[src/hdl/dpom_pkg.sv]
// dpom_pkg: shared types and constants of the dust pulse occupancy meter
// used by dpom_div and dust_pulse_occupancy_meter; no dependencies
`timescale 1ns / 1ps

package dpom_pkg;

    localparam int NUM_W = 46;   // widest dividend: 32-bit total times 10000
    localparam int DEN_W = 20;
    localparam int Q_W   = 16;
    localparam int LEN_W = 6;

    localparam logic [LEN_W-1:0] OCC_LEN  = 6'd46;
    localparam logic [LEN_W-1:0] PROD_LEN = 6'd25;

    localparam logic [13:0] OCC_FULL = 14'd10000;

    // concentration curve: three segment limits, and one coefficient, offset and divisor per segment
    localparam logic [13:0] CRV_LIMIT [3] = '{14'd200, 14'd400, 14'd1500};
    localparam logic [11:0] CRV_COEF  [4] = '{12'd143, 12'd208, 12'd1155, 12'd2354};
    localparam logic [14:0] CRV_OFF   [4] = '{15'd0, 15'd130, 15'd1572, 15'd19560};
    localparam logic [9:0]  CRV_DEN   [4] = '{10'd200, 10'd300, 10'd1000, 10'd1000};

    typedef struct packed {
        logic [NUM_W-1:0] num;   // dividend, left aligned
        logic [LEN_W-1:0] len;   // number of dividend bits to consume
        logic [DEN_W-1:0] den;   // divisor, never zero
    } div_req_t;

endpackage

[src/hdl/dpom_ram.sv]
// dpom_ram: generic single write port, single read port ram with registered read
// no dependencies
`timescale 1ns / 1ps

module dpom_ram #(
    parameter int WIDTH = 32,
    parameter int DEPTH = 8
) (
    input  logic                     aclk,
    input  logic                     we,
    input  logic [$clog2(DEPTH)-1:0] waddr,
    input  logic [WIDTH-1:0]         wdata,
    input  logic [$clog2(DEPTH)-1:0] raddr,
    output logic [WIDTH-1:0]         rdata
);

    logic [WIDTH-1:0] mem [DEPTH];
    logic [WIDTH-1:0] rdata_reg;

    always_ff @(posedge aclk) begin
        if (we) begin
            mem[waddr] <= wdata;
        end
        rdata_reg <= mem[raddr];
    end

    assign rdata = rdata_reg;

endmodule

[src/hdl/dpom_div.sv]
// dpom_div: bit-serial restoring divider, one quotient bit per cycle
// depends on dpom_pkg
`timescale 1ns / 1ps

module dpom_div
    import dpom_pkg::*;
(
    input  logic           aclk,
    input  logic           aresetn,
    input  logic           start,
    input  div_req_t       req,
    output logic           done,
    output logic [Q_W-1:0] quot,
    output logic           ovf
);

    logic             busy_reg, busy_next;
    logic             done_reg, done_next;
    logic [LEN_W-1:0] cnt_reg, cnt_next;
    logic [NUM_W-1:0] num_reg, num_next;
    logic [DEN_W-1:0] den_reg, den_next;
    logic [DEN_W-1:0] rem_reg, rem_next;
    logic [Q_W-1:0]   quot_reg, quot_next;
    logic             ovf_reg, ovf_next;
    logic [DEN_W:0]   rem_sh;
    logic [DEN_W:0]   rem_sub;
    logic             ge;

    always_comb begin
        rem_sh  = {rem_reg, num_reg[NUM_W-1]};
        rem_sub = rem_sh - {1'b0, den_reg};
        ge      = rem_sh >= {1'b0, den_reg};

        busy_next = busy_reg;
        done_next = 1'b0;
        cnt_next  = cnt_reg;
        num_next  = num_reg;
        den_next  = den_reg;
        rem_next  = rem_reg;
        quot_next = quot_reg;
        ovf_next  = ovf_reg;

        if (busy_reg) begin
            num_next  = {num_reg[NUM_W-2:0], 1'b0};
            rem_next  = ge ? rem_sub[DEN_W-1:0] : rem_sh[DEN_W-1:0];
            quot_next = {quot_reg[Q_W-2:0], ge};
            // quotient bits beyond the register only mark overflow
            ovf_next  = ovf_reg | quot_reg[Q_W-1];
            cnt_next  = cnt_reg - 1'b1;
            if (cnt_reg == LEN_W'(1)) begin
                busy_next = 1'b0;
                done_next = 1'b1;
            end
        end else if (start) begin
            busy_next = 1'b1;
            cnt_next  = req.len;
            num_next  = req.num;
            den_next  = req.den;
            rem_next  = '0;
            quot_next = '0;
            ovf_next  = 1'b0;
        end
    end

    always_ff @(posedge aclk) begin
        if (!aresetn) begin
            busy_reg <= 1'b0;
            done_reg <= 1'b0;
        end else begin
            busy_reg <= busy_next;
            done_reg <= done_next;
        end
        cnt_reg  <= cnt_next;
        num_reg  <= num_next;
        den_reg  <= den_next;
        rem_reg  <= rem_next;
        quot_reg <= quot_next;
        ovf_reg  <= ovf_next;
    end

    assign done = done_reg;
    assign quot = quot_reg;
    assign ovf  = ovf_reg;

endmodule

[src/hdl/dust_pulse_occupancy_meter.sv]
// dust_pulse_occupancy_meter: two-channel low pulse occupancy dust meter, top level
// depends on dpom_pkg, dpom_div and dpom_ram
`timescale 1ns / 1ps

// Usage
// The s_ channel takes one item per event: s_tuser holds the operation (fine pin
// edge, coarse pin edge, end of sample period), s_tdata the timestamp and pin level.
// Every item yields one result item on the m_ channel with both averaged
// concentrations and, in m_tuser, a flag that the item closed a sample period.
// The cfg_ port writes the period length, the smoothing weight and the averaging
// mode; write it only while the block is idle.
// Items are handled one at a time. A pin edge goes through the S_PUT state into
// the output register, and the next item is taken only once the block is back in
// S_IDLE. A period end runs, per channel, a multiply or sum state before each pass
// of the shared bit-serial divider, which consumes 46 dividend bits for occupancy,
// 25 for the curve and 25 for the exponential average or 16+clog2(RING_DEPTH)
// for the ring mean. s_tready is high only between items.
// The result sits in an output register; while the receiver stalls the block
// finishes the next item and then holds until the register is free.
// Reset clears the totals, averages, ring valid bits and head, and restores
// the register defaults; the ring memory itself needs no clearing pass.
module dust_pulse_occupancy_meter
    import dpom_pkg::*;
#(
    parameter int RING_DEPTH = 8
) (
    input  logic        aclk,
    input  logic        aresetn,
    input  logic        s_tvalid,
    output logic        s_tready,
    input  logic [39:0] s_tdata,   // event_time_us[31:0], pin_level[32], zero fill
    input  logic [1:0]  s_tuser,   // operation[1:0]
    output logic        m_tvalid,
    input  logic        m_tready,
    output logic [31:0] m_tdata,   // coarse_concentration[14:0], fine_concentration[29:15]
    output logic [0:0]  m_tuser,   // sample_done[0]
    input  logic        cfg_we,
    input  logic [1:0]  cfg_index,
    input  logic [19:0] cfg_data
);

    localparam int AW = (RING_DEPTH > 1) ? $clog2(RING_DEPTH) : 1;
    localparam int SW = 16 + AW;

    localparam logic [1:0] OP_FINE  = 2'd0;
    localparam logic [1:0] OP_COARSE = 2'd1;
    localparam logic [1:0] OP_END   = 2'd2;

    localparam logic [1:0] REG_PERIOD = 2'd0;
    localparam logic [1:0] REG_WEIGHT = 2'd1;
    localparam logic [1:0] REG_MODE   = 2'd2;

    localparam logic [3:0] S_IDLE    = 4'd0;
    localparam logic [3:0] S_MUL_OCC = 4'd1;
    localparam logic [3:0] S_DIV_OCC = 4'd2;
    localparam logic [3:0] S_MUL_CRV = 4'd3;
    localparam logic [3:0] S_DIV_CRV = 4'd4;
    localparam logic [3:0] S_MUL_SM  = 4'd5;
    localparam logic [3:0] S_DIV_SM  = 4'd6;
    localparam logic [3:0] S_SUM     = 4'd7;
    localparam logic [3:0] S_DIV_MEAN = 4'd8;
    localparam logic [3:0] S_RING_WR = 4'd9;
    localparam logic [3:0] S_PUT     = 4'd10;

    logic [3:0]       state_reg, state_next;
    logic [19:0]      period_reg, period_next;
    logic [7:0]       weight_reg, weight_next;
    logic             mode_reg, mode_next;
    logic [31:0]      start_reg [2];
    logic [31:0]      start_next [2];
    logic [31:0]      total_reg [2];
    logic [31:0]      total_next [2];
    logic [15:0]      avg_reg [2];
    logic [15:0]      avg_next [2];
    logic [15:0]      mean_reg [2];
    logic [15:0]      mean_next [2];
    logic [15:0]      samp_reg [2];
    logic [15:0]      samp_next [2];
    logic [SW-1:0]    sum_reg [2];
    logic [SW-1:0]    sum_next [2];
    logic [AW-1:0]    head_reg, head_next;
    logic [RING_DEPTH-1:0] valid_reg, valid_next;
    logic             ch_reg, ch_next;
    logic             go_reg, go_next;
    logic             done_reg, done_next;
    logic [NUM_W-1:0] prod_reg, prod_next;
    logic [13:0]      lpo_reg, lpo_next;
    logic [1:0]       seg_reg, seg_next;
    logic             m_tvalid_reg, m_tvalid_next;
    logic [31:0]      m_tdata_reg, m_tdata_next;
    logic             m_tuser_reg, m_tuser_next;

    div_req_t         div_req;
    logic             div_done;
    logic [Q_W-1:0]   div_quot;
    logic             div_ovf;
    logic             ram_we;
    logic [31:0]      ram_rdata;

    logic [31:0]      ev_time;
    logic             ev_level;
    logic [19:0]      period_eff;
    logic [7:0]       weight_eff;
    logic [13:0]      lpo_calc;
    logic [25:0]      crv_num;
    logic [24:0]      sm_num;
    logic [15:0]      ring_rd;
    logic [15:0]      out_fine;
    logic [15:0]      out_coarse;

    assign ev_time    = s_tdata[31:0];
    assign ev_level   = s_tdata[32];
    assign period_eff = (period_reg == 20'd0) ? 20'd1 : period_reg;
    assign weight_eff = (weight_reg == 8'd0) ? 8'd1 : weight_reg;
    assign s_tready   = (state_reg == S_IDLE);

    dpom_div u_div (
        .aclk    (aclk),
        .aresetn (aresetn),
        .start   (go_reg),
        .req     (div_req),
        .done    (div_done),
        .quot    (div_quot),
        .ovf     (div_ovf)
    );

    dpom_ram #(
        .WIDTH (32),
        .DEPTH (RING_DEPTH)
    ) u_ring (
        .aclk  (aclk),
        .we    (ram_we),
        .waddr (head_reg),
        .wdata ({samp_reg[1], samp_reg[0]}),
        .raddr (head_reg),
        .rdata (ram_rdata)
    );

    always_comb begin
        // occupancy saturates at full scale
        lpo_calc = (div_ovf || div_quot > Q_W'(OCC_FULL)) ? OCC_FULL : div_quot[13:0];
        crv_num  = (seg_reg < 2'd2) ? prod_reg[25:0] + 26'(CRV_OFF[seg_reg])
                                    : prod_reg[25:0] - 26'(CRV_OFF[seg_reg]);
        sm_num   = prod_reg[24:0] + 25'(samp_reg[ch_reg]);
        ring_rd  = !valid_reg[head_reg] ? 16'd0 :
                   (ch_reg ? ram_rdata[31:16] : ram_rdata[15:0]);

        div_req.num = prod_reg;
        div_req.len = OCC_LEN;
        div_req.den = period_eff;
        unique case (state_reg)
            S_DIV_CRV: begin
                div_req.num = {crv_num[24:0], {(NUM_W-25){1'b0}}};
                div_req.len = PROD_LEN;
                div_req.den = DEN_W'(CRV_DEN[seg_reg]);
            end
            S_DIV_SM: begin
                div_req.num = {sm_num, {(NUM_W-25){1'b0}}};
                div_req.len = PROD_LEN;
                div_req.den = DEN_W'(weight_eff);
            end
            S_DIV_MEAN: begin
                div_req.num = {sum_reg[ch_reg], {(NUM_W-SW){1'b0}}};
                div_req.len = LEN_W'(SW);
                div_req.den = DEN_W'(RING_DEPTH);
            end
            default: begin
            end
        endcase
    end

    always_comb begin
        state_next    = state_reg;
        period_next   = period_reg;
        weight_next   = weight_reg;
        mode_next     = mode_reg;
        start_next    = start_reg;
        total_next    = total_reg;
        avg_next      = avg_reg;
        mean_next     = mean_reg;
        samp_next     = samp_reg;
        sum_next      = sum_reg;
        head_next     = head_reg;
        valid_next    = valid_reg;
        ch_next       = ch_reg;
        go_next       = 1'b0;
        done_next     = done_reg;
        prod_next     = prod_reg;
        lpo_next      = lpo_reg;
        seg_next      = seg_reg;
        m_tvalid_next = m_tvalid_reg;
        m_tdata_next  = m_tdata_reg;
        m_tuser_next  = m_tuser_reg;
        ram_we        = 1'b0;
        out_fine      = mode_reg ? mean_reg[0] : avg_reg[0];
        out_coarse    = mode_reg ? mean_reg[1] : avg_reg[1];

        if (cfg_we) begin
            unique case (cfg_index)
                REG_PERIOD: period_next = cfg_data;
                REG_WEIGHT: weight_next = cfg_data[7:0];
                REG_MODE:   mode_next   = cfg_data[0];
                default: begin
                end
            endcase
        end

        if (m_tvalid_reg && m_tready) begin
            m_tvalid_next = 1'b0;
        end

        unique case (state_reg)
            S_IDLE: begin
                if (s_tvalid) begin
                    done_next  = 1'b0;
                    state_next = S_PUT;
                    priority if (s_tuser == OP_FINE || s_tuser == OP_COARSE) begin
                        if (!ev_level) begin
                            start_next[s_tuser[0]] = ev_time;
                        end else begin
                            total_next[s_tuser[0]] = total_reg[s_tuser[0]]
                                + (ev_time - start_reg[s_tuser[0]]);
                        end
                    end else if (s_tuser == OP_END) begin
                        ch_next    = 1'b0;
                        state_next = S_MUL_OCC;
                    end else begin
                        // spare code only reports the current averages
                    end
                end
            end
            S_MUL_OCC: begin
                prod_next  = NUM_W'(total_reg[ch_reg]) * NUM_W'(OCC_FULL);
                go_next    = 1'b1;
                state_next = S_DIV_OCC;
            end
            S_DIV_OCC: begin
                if (div_done) begin
                    lpo_next   = lpo_calc;
                    state_next = S_MUL_CRV;
                end
            end
            S_MUL_CRV: begin
                priority if (lpo_reg <= CRV_LIMIT[0]) begin
                    seg_next = 2'd0;
                end else if (lpo_reg <= CRV_LIMIT[1]) begin
                    seg_next = 2'd1;
                end else if (lpo_reg <= CRV_LIMIT[2]) begin
                    seg_next = 2'd2;
                end else begin
                    seg_next = 2'd3;
                end
                prod_next  = NUM_W'(lpo_reg) * NUM_W'(CRV_COEF[seg_next]);
                go_next    = 1'b1;
                state_next = S_DIV_CRV;
            end
            S_DIV_CRV: begin
                if (div_done) begin
                    samp_next[ch_reg] = div_quot;
                    state_next = mode_reg ? S_SUM : S_MUL_SM;
                end
            end
            S_MUL_SM: begin
                prod_next  = NUM_W'(weight_eff - 8'd1) * NUM_W'(avg_reg[ch_reg]);
                go_next    = 1'b1;
                state_next = S_DIV_SM;
            end
            S_DIV_SM: begin
                if (div_done) begin
                    avg_next[ch_reg] = div_quot;
                    if (!ch_reg) begin
                        ch_next    = 1'b1;
                        state_next = S_MUL_OCC;
                    end else begin
                        total_next[0] = '0;
                        total_next[1] = '0;
                        done_next     = 1'b1;
                        state_next    = S_PUT;
                    end
                end
            end
            S_SUM: begin
                // running ring sum: drop the slot being replaced, add the new sample
                sum_next[ch_reg] = sum_reg[ch_reg] - SW'(ring_rd) + SW'(samp_reg[ch_reg]);
                go_next    = 1'b1;
                state_next = S_DIV_MEAN;
            end
            S_DIV_MEAN: begin
                if (div_done) begin
                    mean_next[ch_reg] = div_quot;
                    if (!ch_reg) begin
                        ch_next    = 1'b1;
                        state_next = S_MUL_OCC;
                    end else begin
                        state_next = S_RING_WR;
                    end
                end
            end
            S_RING_WR: begin
                ram_we              = 1'b1;
                valid_next[head_reg] = 1'b1;
                head_next = (head_reg == AW'(RING_DEPTH - 1)) ? '0 : head_reg + 1'b1;
                total_next[0] = '0;
                total_next[1] = '0;
                done_next     = 1'b1;
                state_next    = S_PUT;
            end
            S_PUT: begin
                if (!m_tvalid_reg || m_tready) begin
                    m_tvalid_next = 1'b1;
                    m_tdata_next  = {2'b00, out_fine[14:0], out_coarse[14:0]};
                    m_tuser_next  = done_reg;
                    state_next    = S_IDLE;
                end
            end
            default: begin
                state_next = S_IDLE;
            end
        endcase
    end

    always_ff @(posedge aclk) begin
        if (!aresetn) begin
            state_reg    <= S_IDLE;
            period_reg   <= 20'd100000;
            weight_reg   <= 8'd5;
            mode_reg     <= 1'b0;
            start_reg[0] <= '0;
            start_reg[1] <= '0;
            total_reg[0] <= '0;
            total_reg[1] <= '0;
            avg_reg[0]   <= '0;
            avg_reg[1]   <= '0;
            mean_reg[0]  <= '0;
            mean_reg[1]  <= '0;
            sum_reg[0]   <= '0;
            sum_reg[1]   <= '0;
            head_reg     <= '0;
            valid_reg    <= '0;
            go_reg       <= 1'b0;
            m_tvalid_reg <= 1'b0;
        end else begin
            state_reg    <= state_next;
            period_reg   <= period_next;
            weight_reg   <= weight_next;
            mode_reg     <= mode_next;
            start_reg    <= start_next;
            total_reg    <= total_next;
            avg_reg      <= avg_next;
            mean_reg     <= mean_next;
            sum_reg      <= sum_next;
            head_reg     <= head_next;
            valid_reg    <= valid_next;
            go_reg       <= go_next;
            m_tvalid_reg <= m_tvalid_next;
        end
        samp_reg    <= samp_next;
        ch_reg      <= ch_next;
        done_reg    <= done_next;
        prod_reg    <= prod_next;
        lpo_reg     <= lpo_next;
        seg_reg     <= seg_next;
        m_tdata_reg <= m_tdata_next;
        m_tuser_reg <= m_tuser_next;
    end

    assign m_tvalid = m_tvalid_reg;
    assign m_tdata  = m_tdata_reg;
    assign m_tuser  = m_tuser_reg;

endmodule

[config.mk]
export PLATFORM = sky130hd
export DESIGN_NAME = dust_pulse_occupancy_meter
export DESIGN_NICKNAME = d
export VERILOG_FILES = /design/src/hdl/dpom_pkg.sv /design/src/hdl/dpom_ram.sv /design/src/hdl/dpom_div.sv /design/src/hdl/dust_pulse_occupancy_meter.sv
export SDC_FILE = /design/constraint.sdc
export NUM_CORES = 2
export LEC_CHECK = 0
export ABC_CLOCK_PERIOD_IN_PS = 8600
export BUFFER_PORTS_ARGS = -buffer_cell sky130_fd_sc_hd__clkbuf_2
export CORE_UTILIZATION = 60
export CTS_CLUSTER_DIAMETER = 30
export DETAILED_ROUTE_END_ITERATION = 8
export PLACE_DENSITY = 0.77
export REMOVE_ABC_BUFFERS = 1
export SETUP_SLACK_MARGIN = 0.15
export SYNTH_ARGS = -nofsm -noshare
export SYNTH_HDL_FRONTEND = slang
export SYNTH_SLANG_ARGS = --single-unit
[constraint.sdc]
create_clock -name aclk -period 8.6 [get_ports aclk]
set_input_delay 0.86 -clock aclk [delete_from_list [all_inputs] [get_ports aclk]]
set_output_delay 0.86 -clock aclk [all_outputs]
set_load 0.01 [all_outputs]
Word-level counts from Yosys, hierarchy flattened
Memories as Yosys holds them, arrays and structs flattened. A register that Yosys moved wholly into a read port is not among the register bits.
Cells that the tools add are included.
{"block": "totals", "mem_bits_rw": 256, "out_inout_bits": 35, "register_bits": 514, "mem_count": 1}
{"name": "u_ring.mem", "depth": 8, "width": 32, "rd": 1, "rd_ports_with_merged_regs": 1, "wr": 1, "line": "dpom_ram.sv:17", "text": "logic [WIDTH-1:0] mem [DEPTH];"}
{"block": "classes", "multipliers": 3, "n_eq_ne": 28, "muxes": 106, "n_lt_le_gt_ge": 14, "addsub": 11, "n_bitwise": 8, "n_reduce_logical": 34}
{"op": "$mux W32", "count": 10}
{"op": "$mux W64", "count": 5}
{"op": "$pmux W72 S3", "count": 1}
{"op": "$pmux W64 S3", "count": 1}
{"op": "$mux W16", "count": 11}
{"op": "$pmux W46 S3", "count": 1}
{"op": "$bwmux W64", "count": 2}
{"op": "$bwmux W32", "count": 3}
{"op": "$mux W46", "count": 2}
{"op": "$mux W20", "count": 4}
{"op": "$mux W19", "count": 4}
{"op": "$mux W15", "count": 4}
{"op": "$pmux W4 S11", "count": 1}
{"op": "$mul A32 B10 Y42 const B", "count": 1}
{"op": "$mux W4", "count": 10}
{"op": "$bwmux W38", "count": 1}
{"op": "$add A32 B32 Y32", "count": 1}
{"op": "$demux W32 S1", "count": 1}
{"op": "$sub A32 B32 Y32", "count": 1}
{"op": "$bmux W15 S2", "count": 1}
{"op": "$mul A14 B12 Y26", "count": 1}
{"op": "$mul A9 B17 Y26", "count": 1}
{"op": "$add A25 B15 Y25", "count": 1}
{"op": "$add A25 B16 Y25", "count": 1}
{"op": "64 further kinds", "count": 135}

Depth between registers and ports, before layout
{"block": "logic_depth", "ltp_word": 11, "depth_mapped": 32, "depth_no_buf": 29}

Hierarchy
From an unflattened synthesis, not the netlist that was laid out.
{"block": "unflattened", "cells_unflattened": 4778, "hier_area_um2": 51924.8}
{"module": "dust_pulse_occupancy_meter", "n_inst": 1, "cells_per_inst": 3909, "seq_area_each_um2": 9298.9, "area_per_inst_um2": 35831.9}
{"module": "dpom_ram", "n_inst": 1, "cells_per_inst": 415, "seq_area_each_um2": 8328.0, "area_per_inst_um2": 10466.3}
{"module": "dpom_div", "n_inst": 1, "cells_per_inst": 454, "seq_area_each_um2": 3303.2, "area_per_inst_um2": 5626.6}

Worst setup path after synthesis
No wires, ideal clock.
{"block": "synth_path", "kind": "reg2reg", "startpoint": "reg weight_reg[6]", "endpoint": "reg prod_reg[40], data pin", "slack_ns": 1.296, "arrival_ns": 7.030, "required_ns": 8.326, "stages_incl_launch_ff": 29, "setup_ns": 0.274, "cell_sequence": "dfxtp_1 > clkbuf_1 > nor2_1 > nand2_1 > nor2_1 > nor2_1 > clkbuf_1 > ha_1 > xor2_1 > clkbuf_1 > nand2_1 > fa_1 > inv_1 > fa_1 > fa_1 > fa_1 > inv_1 > fa_1 > inv_1 > ha_1 > o21a_1 > o21ai_1 > a2111oi_1 > o21ai_1 > and2_1 > o21ai_1 > mux2i_1 > clkbuf_1 > o21ai_0"}
{"block": "synth_via", "elab_chain_cells": 5}
{"element": "start: declaration", "line": "dust_pulse_occupancy_meter.sv:67", "text": "logic [7:0] weight_reg, weight_next;"}
{"element": "start signal: assignment", "line": "dust_pulse_occupancy_meter.sv:345", "text": "weight_reg <= weight_next;"}
{"element": "$logic_not A8 Y1", "line": "dust_pulse_occupancy_meter.sv:114", "text": "assign weight_eff = (weight_reg == 8'd0) ? 8'd1 : weight_reg;"}
{"element": "$mux W8 (*)", "line": "dust_pulse_occupancy_meter.sv:114"}
{"element": "$sub A8 B1 Y9 (*)", "line": "dust_pulse_occupancy_meter.sv:264", "text": "prod_next = NUM_W'(weight_eff - 8'd1) * NUM_W'(avg_reg[ch_reg]);"}
{"element": "$mul A9 B17 Y26 (*)", "line": "dust_pulse_occupancy_meter.sv:264"}
{"element": "$pmux W46 S3 (*)", "line": "dust_pulse_occupancy_meter.sv:212", "text": "unique case (state_reg)"}
{"element": "net prod_next[40]", "line": "dust_pulse_occupancy_meter.sv:86", "text": "logic [NUM_W-1:0] prod_reg, prod_next;"}
{"element": "end signal: assignment", "line": "dust_pulse_occupancy_meter.sv:360", "text": "prod_reg <= prod_next;"}
{"element": "end: declaration", "line": "dust_pulse_occupancy_meter.sv:86"}
Mark *: on every way through the listed nets, which the timed path passes. The rest lies on a longest branch.
A chain may end at the register's enable or synchronous reset.

Worst setup path in the final report
{"block": "layout_path", "startpoint": "reg weight_reg[2]", "endpoint": "reg prod_reg[41], data pin"}
The elaborated chain is that of the path after synthesis.

==> results_tabular.tex <==
\begin{tabular}{lr}
\hline
Metric & Value \\
\hline
\multicolumn{2}{l}{\textbf{Yosys}} \\
\quad Simple logic cell fraction of the synthesized area & 12.0\% \\
\quad Most instantiated flip-flop cell in the synthesis netlist & edfxtp\_1 \\
\quad Synth Warn \# & 0 \\
\quad Post-synthesis average cell area & roughly 10 sq um \\
\quad Combinational family with the most area after synthesis & adder cells \\
\quad Compound-gate portion of the synthesized area & between 10\% and 20\% \\
\quad Multiplexer area fraction after synthesis & under 10\% \\
\quad Post-synthesis adder-cell area fraction & a little over a fifth \\
\quad Fraction of the yosys area taken by sequential cells & 40.3\% \\
\quad Synth async-reset ratio & 0\% \\
\quad Post-synthesis instance total & a little over 5000 \\
\quad Number of distinct library cells after synthesis & 90 \\
\quad Number of flip-flops and latches in the synthesized netlist & 800 \\
\quad Cell area after synthesis & 52000 sq um \\
\quad Parity-gate share of the synthesized area counting xor and xnor cells & under 10\% \\
\quad Post-synth EDFFs & just under 500 \\
\multicolumn{2}{l}{\textbf{Worst setup path}} \\
\quad Worst setup EP type & flop \\
\quad Kind of cell adding the most delay to the critical path & adder cells \\
\quad CP max stage cell & a2111oi\_1 \\
\quad CP required & 9.05 ns \\
\quad Worst setup path startpoint & weight\_reg[2] \\
\quad Category of the most critical setup path & reg2reg \\
\quad Startpoint type of the worst setup path & flop \\
\quad Critical path fanouts, max & 21 \\
\quad Most frequent cell on the critical path & fa\_1 \\
\quad Reg-to-Reg Start & weight\_reg[2] \\
\quad Crit path arrival time & approximately 8.6 ns \\
\quad Delay of the slowest cell on the worst path & 0.87 ns \\
\quad Buffers plus inverters on the worst setup path & 5 \\
\multicolumn{2}{l}{\textbf{Floorplan}} \\
\quad Boundary pin count & 104 \\
\quad Floorplan Core Area & around 86000 sq um \\
\quad Total die area & 87800 sq um \\
\quad Chip Width & 296 microns \\
\quad Starting density of the core & about three fifths \\
\quad Die Ht & 296 microns \\
\quad Placement row count & between 100 and 150 \\
\multicolumn{2}{l}{\textbf{GRT}} \\
\quad Number of global-route vias before repair & 38892 \\
\quad GRT Overall Usage & between 30\% and 40\% \\
\quad Met2 routing resource usage after global routing & a little over half \\
\quad Initial antenna violation count & 2 \\
\quad Met3 layer usage reported by global route & approximately 6.2\% \\
\quad Largest net degree at the start of global routing & 127 \\
\quad Met1 routing resource usage after global routing & between 40\% and 50\% \\
\quad Global-route wire length before repair & $\sim$220000 microns \\
\quad Sum of overflow across all layers after global routing & 0 \\
\quad Layer carrying the most global-route usage & met2 \\
\multicolumn{2}{l}{\textbf{Clock network}} \\
\quad Number of buffers inserted to repair setup after CTS & 0 \\
\quad Number of clock sinks & 800 \\
\quad Clock input transition at the sequential cells of the worst setup and hold paths & approximately 0.05 ns \\
\quad Clock latency on the worst-skew pair & 0.77 ns \\
\quad Clock buffers created by TritonCTS & roughly 150 \\
\quad Number of cells upsized or downsized after cts & 0 \\
\quad Clk root buf & clkbuf\_16 \\
\quad Hold buffers post-CTS & 0 \\
\quad TritonCTS clock tree & built \\
\quad H-tree depth reported by CTS & 4 \\
\quad Max Root-Sink Buffers & 3 \\
\multicolumn{2}{l}{\textbf{Power and ir drop}} \\
\quad Reg power frac & between 30\% and 40\% \\
\quad Switching Fraction & slightly above 30\% \\
\quad Logic pwr share & between 20\% and 30\% \\
\quad Total internal power & 9370 uW \\
\quad Proportion of power drawn by the clock network & 45.1\% \\
\quad Power spent charging and discharging nets & between 4000 and 5000 uW \\
\quad Power density cells & around 230 nW/um\^{}2 \\
\quad Leakage power of the design & 0.0251 uW \\
\quad IR Drop Worst-Case VDD & approximately 0.21 mV \\
\multicolumn{2}{l}{\textbf{Placed design}} \\
\quad Half-perimeter wire length after detailed placement & slightly below 100000 microns \\
\quad Weighted congestion at the end of routability-driven global placement & between 0.9 and 1 \\
\quad Count of input and output buffers & 94 \\
\quad Placement-stage cell area & roughly 54000 sq um \\
\quad Worst slack at placement & 0.735 ns \\
\multicolumn{2}{l}{\textbf{Layout}} \\
\quad Area growth from synthesis to final layout & 13.7\% \\
\quad Fraction of layout instances using a drive strength above 1 & a little under an eighth \\
\quad Multi-input logic area & roughly 28000 sq um \\
\quad Post-layout instance area & between 50000 and 60000 sq um \\
\quad Flip-flop count of the largest register, all copies and words added & approximately 260 \\
\quad Net count of the finished layout & between 5000 and 6000 \\
\quad Number of inserted filler cells in the final layout & approximately 6100 \\
\quad FF+latch area & $\sim$21000 sq um \\
\quad Number of diodes & 0 \\
\multicolumn{2}{l}{\textbf{Timing}} \\
\quad Number of setup violations in the final report & 0 \\
\quad Final Worst Setup Slack & 0.476 ns \\
\quad Endpoints failing hold & 0 \\
\quad RSZ-0062 raised after global routing & false \\
\quad Highest clock frequency the design can meet & around 120 MHz \\
\quad Final-report max-slew violation count & 0 \\
\quad Headroom to the max-slew limit & 3.40\% \\
\quad Final-layout worst hold slack & between 0.3 and 0.4 ns \\
\quad Fin crit share & 94.5\% \\
\quad Actual transition at the worst max-transition pin & roughly 1.4 ns \\
\quad Final critical path time including I/O delays and setup & 8.12 ns \\
\quad Worst Skew & roughly 0.071 ns \\
\multicolumn{2}{l}{\textbf{Detailed routing}} \\
\quad Detailed-router iteration count before antenna repair & 7 \\
\quad Initial detailed-routing violation count & approximately 3800 \\
\quad Antenna Nets Post-Route & 0 \\
\quad Final WL & roughly 140000 microns \\
\quad Number of vias in the routed layout & just under 40000 \\
\quad Number of remaining DRC errors & 0 \\
\quad Average vias per placed instance & 6.12 \\
\quad Post-detailed-route wirelength per cell & $\sim$22 microns \\
\multicolumn{2}{l}{\textbf{Job}} \\
\quad Maximum Capacitance Violations & 0 \\
\multicolumn{2}{l}{\textbf{Min path}} \\
\quad Hold/Removal Path Class & in2reg \\
\quad Startpoint of the worst hold path & cfg\_data[9] \\
\multicolumn{2}{l}{\textbf{Outcome}} \\
\quad Status & finished, final reports clean \\
\hline
\end{tabular}
==> logic make-up after synthesis <==
group / after synthesis
xor+xnor: 129
fa+ha+maj: 698
simple gates: 1378
buf+inv: 760
mux: 239
other cells: 2
flops: 800
compound gates: 1056
==> cells in the final DEF (no fill, tap or decap), types with 15 or more instances in the layout <==
cell type / n
a211oi_1: 20
a21o_1: 79
a21oi_1: 328
a22o_1: 32
a22oi_1: 203
and2_1: 56
and3_1: 46
buf_4: 66
bufinv_16: 17
clkbuf_1: 17
clkbuf_16: 154
clkbuf_2: 93
clkinv_2: 15
conb_1: 28
dfxtp_1: 308
edfxtp_1: 491
fa_1: 331
ha_1: 367
inv_1: 518
inv_6: 22
mux2_2: 143
mux2i_1: 95
nand2_1: 547
nand2b_1: 57
nand3_1: 94
nand4_1: 50
nor2_1: 333
nor2b_1: 35
nor3_1: 61
nor4_1: 16
o21a_1: 32
o21ai_0: 130
o21ai_1: 17
o21bai_1: 23
o221ai_1: 15
o31ai_1: 17
or3_1: 20
xnor2_1: 78
xor2_1: 51
==> cell usage after synthesis, drive strengths merged (12+ instances only) <==
library cell / n / area [sq um]
a22o: 32 / 280
mux2: 144 / 1620
a211oi: 20 / 150
o21ai: 149 / 749
nand2b: 57 / 357
a22oi: 203 / 1520
a21oi: 331 / 1670
edfxtp: 491 / 14700
mux2i: 95 / 951
nor4: 19 / 125
xor2: 51 / 447
nor2: 342 / 1280
a21o: 79 / 593
or3: 20 / 125
fa: 331 / 6630
a21boi: 13 / 105
o221ai: 15 / 131
o2111ai: 12 / 105
xnor2: 78 / 683
o311ai: 14 / 123
nor3b: 16 / 120
and2: 57 / 357
nand2: 547 / 2050
inv: 520 / 1950
o21bai: 23 / 173
buf: 31 / 141
nand3: 94 / 470
dfxtp: 309 / 6190
nor2b: 35 / 219
and3: 46 / 288
clkbuf: 208 / 781
nor3: 68 / 345
o31ai: 19 / 153
o21a: 33 / 249
ha: 367 / 4590
nand4: 50 / 313
==> worst register-to-register path, stage by stage, from the launching register on <==
cell and delay [ns]:
dfxtp_1 0.38, nor4_1 0.42, nand2_1 0.13, nor2_1 0.18, nor2_1 0.13, ha_1 0.25
nand2_1 0.09, xor2_1 0.57, nor2_1 0.16, fa_1 0.53, inv_1 0.05, fa_1 0.47
inv_1 0.06, fa_1 0.50, fa_1 0.54, inv_1 0.06, fa_1 0.50, inv_1 0.04
ha_1 0.34, o21a_1 0.18, o21ai_1 0.11, a2111oi_1 0.87, o21ai_1 0.22, and2_1 0.22
o21ai_1 0.19, mux2i_1 0.20, buf_4 0.25, o311ai_0 0.18
==> final cells by class <==
class | count | share of cell area, %
multi-input cells | 3528 | 48.1
flip-flops and latches | 800 | 35.4
clock buffers | 179 | 6.82
inverters | 521 | 3.32
well taps | 1144 | 2.42
clock inverters | 103 | 2.26
repair buffers | 161 | 1.69
==> per-stage QoR <==
stage | cells | TNS (ns) | total power, uW | utilization (%)
after detailed placement | 6154 | 0 | 7470 | 62.8
after CTS | 6436 | 0 | 13600 | 69.1
after global routing | 6436 | 0 | 14200 | 69.1
final | 6436 | 0 | 13600 | 69.1
after floorplan | 4849 | -22.96 | 6600 | -
after global placement | 6154 | 0 | 7390 | 62.8
==> final timing paths <==
path,end,slack (ns),cells after the start
worst max-delay path,prod_reg[41],0.48,27
worst min-delay path,period_reg[9],0.32,3
worst max register to register,prod_reg[41],0.48,27
worst min register to register,start_reg[35],0.45,2
==> power by group through the flow <==
stage	clock network, uW	logic [uW]	registers [uW]
2_1_floorplan	0	2190	4410
3_3_place_gp	0	2960	4420
3_5_place_dp	0	3050	4430
4_1_cts	6170	3080	4360
5_1_grt	6350	3450	4370
6_report	6130	3110	4360
==> metal layers <==
| metal | vias up | wire length [microns] | part of all wire (%) |
|---|---|---|---|
| met5 | - | 8 | 0.0057 |
| met4 | 2 | 6080 | 4.3 |
| met3 | 368 | 11600 | 8.3 |
| met2 | 1837 | 67100 | 48 |
| met1 | 19247 | 55600 | 40 |
| li1 | 17953 | - | - |
No activity file was read; power rests on OpenSTA's default activity.
